[src/design/tfbh_pkg.sv]
// Package: widths, face table and shared types for the barycentric hit block.
`default_nettype none
package tfbh_pkg;
	localparam int COORD_BITS  = 16;
	localparam int WEIGHT_BITS = 16;
	localparam int DIFF_BITS   = COORD_BITS + 1;
	localparam int PROD_BITS   = 2 * DIFF_BITS;
	localparam int NUM_BITS    = PROD_BITS + 1;
	localparam int DIV_STEPS   = WEIGHT_BITS;

	typedef logic signed [COORD_BITS-1:0] coord_t;
	typedef logic signed [DIFF_BITS-1:0]  diff_t;
	typedef logic signed [PROD_BITS-1:0]  prod_t;
	typedef logic signed [NUM_BITS-1:0]   num_t;
	typedef logic [WEIGHT_BITS-1:0]       weight_t;

	typedef struct packed {
		logic [15:0] tet_id;
		coord_t f0; coord_t g0;
		coord_t f1; coord_t g1;
		coord_t f2; coord_t g2;
		coord_t f3; coord_t g3;
	} tet_t;

	typedef struct packed {
		logic [15:0] tet_id;
		logic [1:0]  face;
		logic        hit;
		weight_t     alpha;
		weight_t     beta;
		logic        any_hit;
		logic        last;
	} res_t;

	// vertex selection per face: face 0=(0,1,2) 1=(0,1,3) 2=(0,2,3) 3=(1,2,3)
	function automatic logic [5:0] face_verts(input logic [1:0] k);
		logic [5:0] r;
		case (k)
			2'd0: r = {2'd0, 2'd1, 2'd2};
			2'd1: r = {2'd0, 2'd1, 2'd3};
			2'd2: r = {2'd0, 2'd2, 2'd3};
			default: r = {2'd1, 2'd2, 2'd3};
		endcase
		return r;
	endfunction
endpackage
`default_nettype wire

[src/design/tfbh_div.sv]
// Pipelined restoring divider: floor(num * 2^WEIGHT_BITS / den), one bit a stage.
`default_nettype none
module tfbh_div (
	input  wire logic                         clk,
	input  wire logic                         adv,
	input  wire logic [tfbh_pkg::NUM_BITS-1:0] num,
	input  wire logic [tfbh_pkg::NUM_BITS-1:0] den,
	output tfbh_pkg::weight_t                 quo
);
	localparam int N = tfbh_pkg::DIV_STEPS;
	localparam int W = tfbh_pkg::NUM_BITS + 1;

	logic [W-1:0]      rem_s [1:N-1];
	logic [W-1:0]      den_s [1:N-1];
	tfbh_pkg::weight_t q_s   [1:N];

	for (genvar i = 0; i < N; i++) begin : g_st
		logic [W-1:0]      r_in, d_in, sh;
		tfbh_pkg::weight_t q_in;
		logic              ge;
		if (i == 0) begin : g_first
			assign r_in = {1'b0, num};
			assign d_in = {1'b0, den};
			assign q_in = '0;
		end else begin : g_next
			assign r_in = rem_s[i];
			assign d_in = den_s[i];
			assign q_in = q_s[i];
		end
		assign sh = {r_in[W-2:0], 1'b0};
		assign ge = sh >= d_in;
		always_ff @(posedge clk) begin
			if (adv) q_s[i+1] <= {q_in[tfbh_pkg::WEIGHT_BITS-2:0], ge};
		end
		if (i < N - 1) begin : g_carry
			always_ff @(posedge clk) begin
				if (adv) begin
					rem_s[i+1] <= ge ? sh - d_in : sh;
					den_s[i+1] <= d_in;
				end
			end
		end
	end

	assign quo = q_s[N];
endmodule
`default_nettype wire

[config.mk]
export PLATFORM = sky130hd
export DESIGN_NAME = tfbh_div
export DESIGN_NICKNAME = d
export VERILOG_FILES = /design/src/design/tfbh_pkg.sv /design/src/design/tfbh_div.sv
export SDC_FILE = /design/constraint.sdc
export NUM_CORES = 2
export LEC_CHECK = 0
export ABC_CLOCK_PERIOD_IN_PS = 4700
export BUFFER_PORTS_ARGS = -buffer_cell sky130_fd_sc_hd__clkbuf_2
export CAP_MARGIN = 20
export CORE_UTILIZATION = 42
export CTS_BUF_LIST = sky130_fd_sc_hd__clkbuf_16
export DETAILED_ROUTE_END_ITERATION = 8
export PLACE_DENSITY = 0.61
export SKIP_CTS_REPAIR_TIMING = 1
export SYNTH_ARGS = -nofsm -noshare
export SYNTH_HDL_FRONTEND = slang
export SYNTH_SLANG_ARGS = --single-unit
export TNS_END_PERCENT = 10
[constraint.sdc]
create_clock -name clk -period 4.7 [get_ports clk]
set_input_delay 0.235 -clock clk [delete_from_list [all_inputs] [get_ports clk]]
set_output_delay 0.235 -clock clk [all_outputs]
set_load 0.03 [all_outputs]
# Word level (Yosys, flattened, before mapping)
# Memory sizes are Yosys's and may differ from the RTL's.
# Cells that the tools add are included.
# totals
regBits	0
mem_bits_rw	1336
wordCells	51
memories	3
# memory_table
name	depth	width	read_ports	rd_ports_with_merged_regs	wr	line_no	rtl
den_s	15	36	15	0	15	tfbh_div.sv:14	logic [W-1:0] den_s [1:N-1];
rem_s	15	36	15	0	15	tfbh_div.sv:13	logic [W-1:0] rem_s [1:N-1];
q_s	16	16	16	0	16	tfbh_div.sv:15	tfbh_pkg::weight_t q_s [1:N];
# op_classes
add_sub_neg	15
magnitude_cmp	16
n_mux	17
# op_table
op	n
greater-or-equal comparator 36 bit	15
2-to-1 mux 36 bit	15
subtractor 36 bit	14
greater-or-equal comparator 36 x 35 -> 1 bit	1
subtractor 36 x 35 -> 36 bit	1
2-to-1 mux 1 bit	2

# Longest topological paths before layout
# An unclocked memory read counts as a cell.
# logic_depth
depth_word	3
ltp_mapped	15
mapped_depth_nobuf	12

# Least setup slack after synthesis
# No wires, ideal clock.
# synth_timing
path_kind	register -> register
startpoint	memory rem_s[14][0] (netlist name)
endpoint	memory rem_s[15][11] (netlist name), data pin
setup_time_ns	0.260
t_arrival_ns	3.086
t_required_ns	4.440
slack_ns	1.354
stages_incl_launch_ff	13
path_buffers	1
period_less_slack_ns	3.346
cell_sequence	edfxtp_1 > fa_1 > a21o_1 > a21oi_1 > o211ai_1 > nand3_1 > nand3_1 > a21oi_1 > o21a_1 > o31ai_1 > a211oi_4 > buf_4 > mux2_2
# synth_lines
element	line_no
start: declaration	tfbh_div.sv:13

==> qor.txt <==
Die Area = 170000 um^2
GP Congestion = 1.00
Post-synth top area share = 50.3%
Maximum VDD drop = 0.378 mV
Cell variety after synth = 98
Port bufs = 87
Max Fclk = 237 MHz
Die height = 413 um
Most numerous cell in the Yosys netlist = edfxtp_1
Critical path endpoint category = flop
Drt initial violations = 2787
Area growth from synthesis to layout = 12.1%
Syn_nets = 7252
DRC = 0
Num CTS Buffers = 141
Post-DRT Antenna Nets = 0
Die X = 413 um
Outcome = complete, no violations
Worst Max-Slew Pin Slew = 1060 ps
Max Slew Vio Count = 0
Post-Synthesis Cells = 6606
Relative slew slack = 28.9%
DP Wirelength = 120 mm
Fill cells = 15100
Avg Inst Size Synth = 10.7 um^2
First-pass DRT Iterations = 6
First-pass GRT wire length = 248 mm
Largest net degree at the start of global routing = 110
Hold slack = 18.6 ps
Via/cell ratio = 5.34
EDFF count, synth = 1186
Clock Path Buffers = 3
Worst setup SP type = flop
Critical Path RT = 5180 ps
Multi-input gate area = 31900 um^2
CTS tree = built
Nets = 7470
Final Critical Period = 4220 ps
Vias post-DR = 48800
Total negative setup slack = 0 ps
Routed length per instance = 17.0 um
Synth Flop Type = edfxtp_1
Commonest cells post-synth = 1186 x edfxtp_1, 691 x inv_1, 581 x nand2_1
Critical setup path kind = flop to flop
Synth area leaders = edfxtp_1 50%, ha_1 9.9%, a21oi_1 3.9%, o21ai_0 3.7%, inv_1 3.7%
Post-synthesis sequential area ratio = 50.3%
Crit path max fanout = 3
Total Wirelength = 155 mm
Final Hold Fails = 0
GR Overflow Total = 0
RSZ-0062 raised after global routing = false
Overall Power = 53800 uW
Asr flop ratio synth = 0%
Final setup fails = 0
Antenna violations before repair = 1
Final Skew = 29.0 ps
YS warnings = 0
Vias in the first global route = 50000
Storage cell area = 35600 um^2
Hold Crit Class = primary input to flop
Worst Path Arrival = 4700 ps
IO Count = 88
Final Cycle Share = 89.8%
H-tree level count = 4
Cell taking the most area after synthesis = edfxtp_1
Sinks on Clock Net = 1186
Initial Util = 42.3%
Cell Pwr Density = 677 nW/um^2
Rows = 150
Core area = 167000 um^2
Clock-pin transition on the worst setup and hold timing paths = 60 ps
Clk Tree Root Cell = clkbuf_16
FF-to-FF setup slack = 480 ps
Layout cells sized above 1 = 8.47%
Mapped Area = 70900 um^2
Synthesis-stage register bit count = 1186
Aggregate global-route resource usage = 18.1%
P_leak = 0.0331 uW
Clock Latency Late Sink = 760 ps
Max cap viols = 0
==> logic make-up after synthesis <==
| group | Yosys count | synth area share (%) |
|---|---|---|
| mux | 160 | 2.54 |
| fa+ha+maj | 574 | 10.3 |
| compound gates | 1928 | 17.0 |
| flops | 1186 | 50.3 |
| simple gates | 1418 | 9.30 |
| xor+xnor | 465 | 5.75 |
| buf+inv | 875 | 4.82 |
==> path summary, 6_finish.rpt <==
kind	end	depth (start not counted)	start
setup / recovery	rem_s[9][33]	12	den_s[8][1]
setup reg to reg	rem_s[9][33]	12	den_s[8][1]
hold reg to reg	q_s[0][184]	0	q_s[0][167]
hold / removal	den_s[14][1]	1	adv
==> cells in the final DEF, fill, tap and decap left out, types with 61 or more instances in the layout <==
master | Yosys | final
nor2_1 | 285 | 285
inv_1 | 691 | 728
xnor2_1 | 254 | 254
ha_1 | 559 | 559
a31oi_1 | 61 | 61
buf_4 | 9 | 82
nand4_1 | 91 | 91
clkbuf_2 | 0 | 86
dlygate4sd3_1 | 0 | 69
nand2_1 | 581 | 581
o21ai_0 | 527 | 527
mux2_2 | 156 | 156
a21oi_1 | 550 | 546
nand3_1 | 117 | 117
a21o_1 | 303 | 303
o21bai_1 | 80 | 80
edfxtp_1 | 1186 | 1186
clkbuf_16 | 0 | 148
o21a_1 | 63 | 63
xor2_1 | 211 | 211
==> through the flow <==
stage / util, % / setup slack (ps) / cell area [um^2] / std cells
CTS: 47.0 / 576 / 78700 / 9066
detailed placement: 44.4 / 572 / 74300 / 8816
global placement: 44.4 / 533 / 74300 / 8815
finish: 47.4 / 479 / 79400 / 9136
floorplan: - / 1350 / 70900 / 6606
global route: 47.4 / 206 / 79400 / 9135
==> layout make-up <==
cell class	instances	share of cell area [%]
antenna	1	0.00315
timing repair buffer	256	2.64
tap	2204	3.47
sequential	1186	44.8
clock inverter	102	0.928
multi-input combinational	4545	40.2
inverter	694	3.28
clock buffer	148	4.66
==> metal layers <==
metal | vias to the layer above | part of all wire, % | global-route usage, %
met4 | 0 | 5.9 | 10.6
li1 | 24600 | - | -
met3 | 477 | 2.7 | 2.48
met2 | 980 | 55 | 36.4
met1 | 22700 | 36 | 17.1
met5 | - | 0 | 0
==> flip-flops by register name (all words and copies together) (netlist names) <==
signal  flops
den_s     525
q_s       136
rem_s     525
==> power by group <==
| part | leakage [uW] | switching (uW) | internal [uW] |
|---|---|---|---|
| clock | 0.00232 | 4180 | 6240 |
| combinational | 0.0191 | 14800 | 11000 |
| sequential | 0.0116 | 1540 | 16000 |
==> worst max-delay path: stages (launching register included) <==
cell and delay [ps]:
edfxtp_1 410, inv_1 120, ha_1 250, nor2b_1 150
o31ai_1 430, a21boi_0 360, nor3_1 530, o211ai_1 230
a41o_1 350, a311oi_1 590, o311ai_0 260, xnor2_1 170
o21ai_0 80
(Power assumes the default switching activity.)
