$ cat config.mk
export PLATFORM = sky130hd
export DESIGN_NAME = tfbh_face_seq
export DESIGN_NICKNAME = d
export VERILOG_FILES = /design/src/design/tfbh_pkg.sv /design/src/design/tfbh_face_seq.sv
export SDC_FILE = /design/constraint.sdc
export NUM_CORES = 1
export LEC_CHECK = 0
export BUFFER_PORTS_ARGS = -buffer_cell sky130_fd_sc_hd__buf_4
export CAP_MARGIN = 20
export CELL_PAD_IN_SITES_DETAIL_PLACEMENT = 0
export CELL_PAD_IN_SITES_GLOBAL_PLACEMENT = 1
export CORE_ASPECT_RATIO = 0.75
export CORE_MARGIN = 2
export CORE_UTILIZATION = 30
export DETAILED_ROUTE_END_ITERATION = 6
export PLACE_DENSITY_LB_ADDON = 0.1
export SLEW_MARGIN = 40
export SYNTH_ARGS = -nofsm -noshare
export SYNTH_HDL_FRONTEND = slang
export SYNTH_SLANG_ARGS = --single-unit
$ cat constraint.sdc
create_clock -name clk -period 6.2 [get_ports clk]
set_input_delay 0.93 -clock clk [delete_from_list [all_inputs] [get_ports clk]]
set_output_delay 0.93 -clock clk [all_outputs]
set_load 0.02 [all_outputs]
$ cat src/design/tfbh_pkg.sv
// Package: widths, face table and shared types for the barycentric hit block.
`default_nettype none
package tfbh_pkg;
	localparam int COORD_BITS  = 16;
	localparam int WEIGHT_BITS = 16;
	localparam int DIFF_BITS   = COORD_BITS + 1;
	localparam int PROD_BITS   = 2 * DIFF_BITS;
	localparam int NUM_BITS    = PROD_BITS + 1;
	localparam int DIV_STEPS   = WEIGHT_BITS;

	typedef logic signed [COORD_BITS-1:0] coord_t;
	typedef logic signed [DIFF_BITS-1:0]  diff_t;
	typedef logic signed [PROD_BITS-1:0]  prod_t;
	typedef logic signed [NUM_BITS-1:0]   num_t;
	typedef logic [WEIGHT_BITS-1:0]       weight_t;

	typedef struct packed {
		logic [15:0] tet_id;
		coord_t f0; coord_t g0;
		coord_t f1; coord_t g1;
		coord_t f2; coord_t g2;
		coord_t f3; coord_t g3;
	} tet_t;

	typedef struct packed {
		logic [15:0] tet_id;
		logic [1:0]  face;
		logic        hit;
		weight_t     alpha;
		weight_t     beta;
		logic        any_hit;
		logic        last;
	} res_t;

	// vertex selection per face: face 0=(0,1,2) 1=(0,1,3) 2=(0,2,3) 3=(1,2,3)
	function automatic logic [5:0] face_verts(input logic [1:0] k);
		logic [5:0] r;
		case (k)
			2'd0: r = {2'd0, 2'd1, 2'd2};
			2'd1: r = {2'd0, 2'd1, 2'd3};
			2'd2: r = {2'd0, 2'd2, 2'd3};
			default: r = {2'd1, 2'd2, 2'd3};
		endcase
		return r;
	endfunction
endpackage
`default_nettype wire

$ cat src/design/tfbh_face_seq.sv
// Holds one tetrahedron and issues its four faces, one per cycle while adv is high.
`default_nettype none
module tfbh_face_seq (
	input  wire logic           clk,
	input  wire logic           arst_n,
	input  wire logic           in_valid,
	output logic                in_ready,
	input  wire tfbh_pkg::tet_t in_tet,
	input  wire logic           adv,
	output logic                f_valid,
	output logic [1:0]          f_face,
	output tfbh_pkg::tet_t      f_tet
);
	logic          busy_q;
	logic [1:0]    face_q;
	tfbh_pkg::tet_t tet_q;

	assign f_valid  = busy_q;
	assign f_face   = face_q;
	assign f_tet    = tet_q;
	// a new tetrahedron loads as the fourth face leaves
	assign in_ready = !busy_q || (adv && face_q == 2'd3);

	always_ff @(posedge clk or negedge arst_n) begin
		if (!arst_n) begin
			busy_q <= 1'b0;
			face_q <= 2'd0;
		end else if (in_valid && in_ready) begin
			busy_q <= 1'b1;
			face_q <= 2'd0;
		end else if (busy_q && adv) begin
			face_q <= face_q + 2'd1;
			if (face_q == 2'd3) busy_q <= 1'b0;
		end
	end

	always_ff @(posedge clk) begin
		if (in_valid && in_ready) tet_q <= in_tet;
	end
endmodule
`default_nettype wire

# Word level (Yosys, flattened, before mapping)
# Index checks and enable logic that the tools add are counted.
[op_classes] add_sub_neg=1 multipliers=0 n_div=0 magnitude_cmp=0 eq_ne=1 shifts=0 n_mux=5 bitwise=0 reduce_logical=8
[op_table] op="$mux 2" n=2
[op_table] op="$reduce_bool 2->1" n=2
[op_table] op="$logic_and 1x1->1" n=3
[op_table] op="$mux 1" n=3
[op_table] op="$add 2x1->2 const B" n=1
[op_table] op="$eq 2x2->1 const B" n=1
[op_table] op="$reduce_and 2->1" n=1
[op_table] op="$logic_not 1->1" n=1
[op_table] op="$logic_or 1x1->1" n=1
[totals] ff_bits=147 latchBits=0 ram_bits=0 mem_bits_ro=0 in_bits=148 out_inout_bits=148 elab_cells=26 n_memories=0

# Logic depth before layout (Yosys ltp)
[logic_depth] depth_word=6 depth_mapped=4 depth_no_buf=4

# Worst setup path after synthesis
# Ideal clock, no wire load.
[synth_path] path_kind="input -> register" from="input adv" to="register tet_q, in the netlist f_tet[0], enable pin" setup_ns=0.520 arrival_ns=4.521 required_ns=5.680 slack_ns=1.158 stages=3 path_buffers=0 path_cell_list="nand2_1 nand2_1 and2_1"
[synth_via] elab_chain_cells=3
[synth_lines] element="start: declaration" line="tfbh_face_seq.sv:9" text="input wire logic adv,"
[synth_lines] element="$logic_and 1x1->1" line="tfbh_face_seq.sv:22" text="assign in_ready = !busy_q || (adv && face_q == 2'd3);"
[synth_lines] element="$logic_or 1x1->1" line="tfbh_face_seq.sv:22"
[synth_lines] element="named net in_ready" line="tfbh_face_seq.sv:7" text="output logic in_ready,"
[synth_lines] element="$logic_and 1x1->1" line="tfbh_face_seq.sv:38" text="if (in_valid && in_ready) tet_q <= in_tet;"
[synth_lines] element="end signal: assignment" line="tfbh_face_seq.sv:38"
[synth_lines] element="end: declaration" line="tfbh_face_seq.sv:16" text="tfbh_pkg::tet_t tet_q;"
# The timed path passes the listed nets, and every way through them passes these cells.
# A chain may end at the register's enable or synchronous reset.

# Worst setup path after layout
[layout_path] from="input adv" to="register tet_q, in the netlist f_tet[109], enable pin"
[layout_via] elab_chain_cells=3
[layout_lines] element="$logic_and 1x1->1" line="tfbh_face_seq.sv:22"
[layout_lines] element="$logic_or 1x1->1" line="tfbh_face_seq.sv:22"
[layout_lines] element="$logic_and 1x1->1" line="tfbh_face_seq.sv:38"
# No other way between the ends.

==> impl_metrics.json <==
{
  "diodes": 0,
  "grt_busiest_layer": "met2",
  "final_cell_area_sq_mm": 0.00755,
  "global_route.usage.met3": 0.0844,
  "wirelength_mm": 11.9,
  "yosys.area.top_type": "edfxtp_1",
  "die-area_sq_mm": 0.0160,
  "relSlewSlack": 0.511,
  "drtIter0Drc": 162,
  "cp.arrival_ns": 2.54,
  "pwr-share-seq": 0.464,
  "tightest_slew_ns": 0.734,
  "fmax_ghz": 0.400,
  "syn_nets": 311,
  "place_congestion": 0.745,
  "final_nets": 627,
  "hold_ws_ns": 0.286,
  "ys_types": 11,
  "num_rows": 38,
  "synth-async-reset-ratio": 0.0204,
  "rsz0062_at_grt": "false",
  "yosysWarningCount": 0,
  "yosysSeqAreaShare": 0.978,
  "setup_tns_ns": 0,
  "cts_buffer_depth": 2,
  "yosys-top-cells-area": "edfxtp_1 (96%), dfrtp_1 (1.7%), o221ai_1 (0.39%)",
  "power_density_mw_per_mm2": 366,
  "met1_usage": 0.158,
  "die_w_um": 145,
  "port_buffers": 295,
  "area_delta_synth_final_pct": 67.9,
  "route.vias.total": 2811,
  "preCtsSetupSlack_ns": 3.26,
  "grt_max_degree": 57,
  "period_minus_slack_ns": 2.50,
  "finalPower_mw": 2.76,
  "critPathKind": "input pin to flop",
  "grt_use_met2": 0.244,
  "postRouteAntennaNets": 0,
  "firstDrtPassIters": 4,
  "grt_pass1_vias": 2875,
  "insertion_delay_ns": 0.42,
  "routed_via_density": 4.07,
  "drv_slew": 0,
  "p_int_mw": 2.07,
  "hp-class": "input pin to asynchronous set/reset pin",
  "cp-end-kind": "flop",
  "p_sw_mw": 0.689,
  "avgSynthCellArea_sq_um": 27.8,
  "clock_power_share": 0.360,
  "synth_edf_count": 144,
  "root_buffer": "clkbuf_16",
  "post_cts_resized": 0,
  "io_pins": 296,
  "p_sw_frac": 0.249,
  "grtUsageTotal": 0.148,
  "vdd_drop_max_mv": 0.193,
  "cts_buffers": 17,
  "cp-start-kind": "input pin",
  "post-route-worst-setup-slack_ns": 3.70,
  "synth_area_sq_mm": 0.00450,
  "wl_per_cell_um": 17.2,
  "final_layout_size_suffix_gt1_frac": 0.661,
  "cts_max_level": 4,
  "maxCapViolations": 0,
  "grt-ovfl-total": 0,
  "status": "finished, final reports clean",
  "antenna_found_initial": 0,
  "core-area_sq_mm": 0.0145,
  "post-route-period-util": 0.403,
  "synth_top_flop_cell": "edfxtp_1",
  "clock_skew_ns": 0.0183,
  "worstPathMaxFanout": 56,
  "p_leak_nw": 3.09,
  "place_area_sq_mm": 0.00698,
  "cts_hold_buf": 0,
  "cts_setup_buffers": 0,
  "finalHoldViolCount": 0,
  "drc": 0,
  "required_ns": 6.24,
  "grt_pass1_wl_mm": 16.9,
  "post-dp-hpwl_mm": 9.02,
  "cts_tree": "built",
  "synth_top_area_frac": 0.961,
  "start_util": 0.309,
  "combPwrFrac": 0.176,
  "die_h_um": 110,
  "cts.sinks": 147,
  "netlist_instances": 162,
  "ys_ff_latch": 147,
  "path_clk_slew_ns": 0.06,
  "synth_commonest_cells": "edfxtp_1 (144), a21oi_1 (3), dfrtp_1 (3), nand2_1 (3)",
  "synth.most_common_cell": "edfxtp_1",
  "setup_viol": 0
}
==> kinds of logic after synthesis <==
| kind of cell | Yosys count | share of synthesized area |
|---|---|---|
| AND/OR/NAND/NOR | 8 | 0.0100 |
| AO/OA/AOI/OAI | 5 | 0.00723 |
| XOR/XNOR | 1 | 0.00195 |
| adder cells (fa/ha/maj) | 1 | 0.00278 |
| flip-flops | 147 | 0.978 |
==> cell usage in the layout (no fill, tap or decap), drive strengths merged <==
master | synthesis | routed
edfxtp | 144 | 144
dfrtp | 3 | 3
clkinv | 0 | 8
and2 | 1 | 1
nand2b | 1 | 1
ha | 1 | 1
nand2 | 3 | 3
clkbuf | 0 | 19
nor2b | 2 | 2
clkinvlp | 0 | 1
a21oi | 3 | 3
xnor2 | 1 | 1
bufinv | 0 | 3
o221ai | 2 | 2
or2b | 1 | 1
buf | 0 | 297
==> critical path, cell delays in order <==
cell and delay, ns:
buf_4 0.11, nand2_1 0.05, nand2_1 0.10, and2_4 0.63, buf_4 0.65
==> metal layers <==
layer | part of all wire | up-vias
met5 | 0 | -
met4 | 0.015 | 0
met3 | 0.12 | 10
met2 | 0.51 | 181
met1 | 0.36 | 1327
li1 | - | 1293
==> final timing paths <==
check	startpoint	end	slack [ns]	cells after the start
max in group asynchronous	arst_n	f_face[0]	5.82	1
min	arst_n	f_face[1]	0.29	1
min reg2reg	f_valid	f_face[1]	0.59	1
max reg2reg	f_face[0]	f_tet[109]	3.72	5
min in group clk	f_valid	f_face[1]	0.59	1
max	adv	f_tet[109]	3.70	5
==> sequential cells by signal, indices dropped and copies added (netlist names) <==
| name | count |
|---|---|
| f_face | 2 |
| f_valid | 1 |
| f_tet | 144 |
==> power by group through the flow <==
stage,combinational (mW),clock (mW),sequential [mW]
3_3_place_gp,0.492,0,1.30
6_report,0.486,0.995,1.28
5_1_grt,0.518,1.06,1.29
2_1_floorplan,0.0773,0,1.46
4_1_cts,0.496,1.02,1.28
3_5_place_dp,0.496,0,1.30
==> stage by stage <==
step	util	instances
global placement	0.480	659
global route	0.519	690
CTS	0.519	690
detailed placement	0.480	659
floorplan	-	162
finish	0.519	690
==> area by class of cell <==
cell class	count	area [sq um]
Tap cell	200	250
Fill cell	1255	7000
Multi-Input combinational cell	15	101
Sequential cell	147	4400
Clock buffer	19	433
Clock inverter	12	140
Timing Repair Buffer	297	2230
Power figures use the tool's default switching activity.
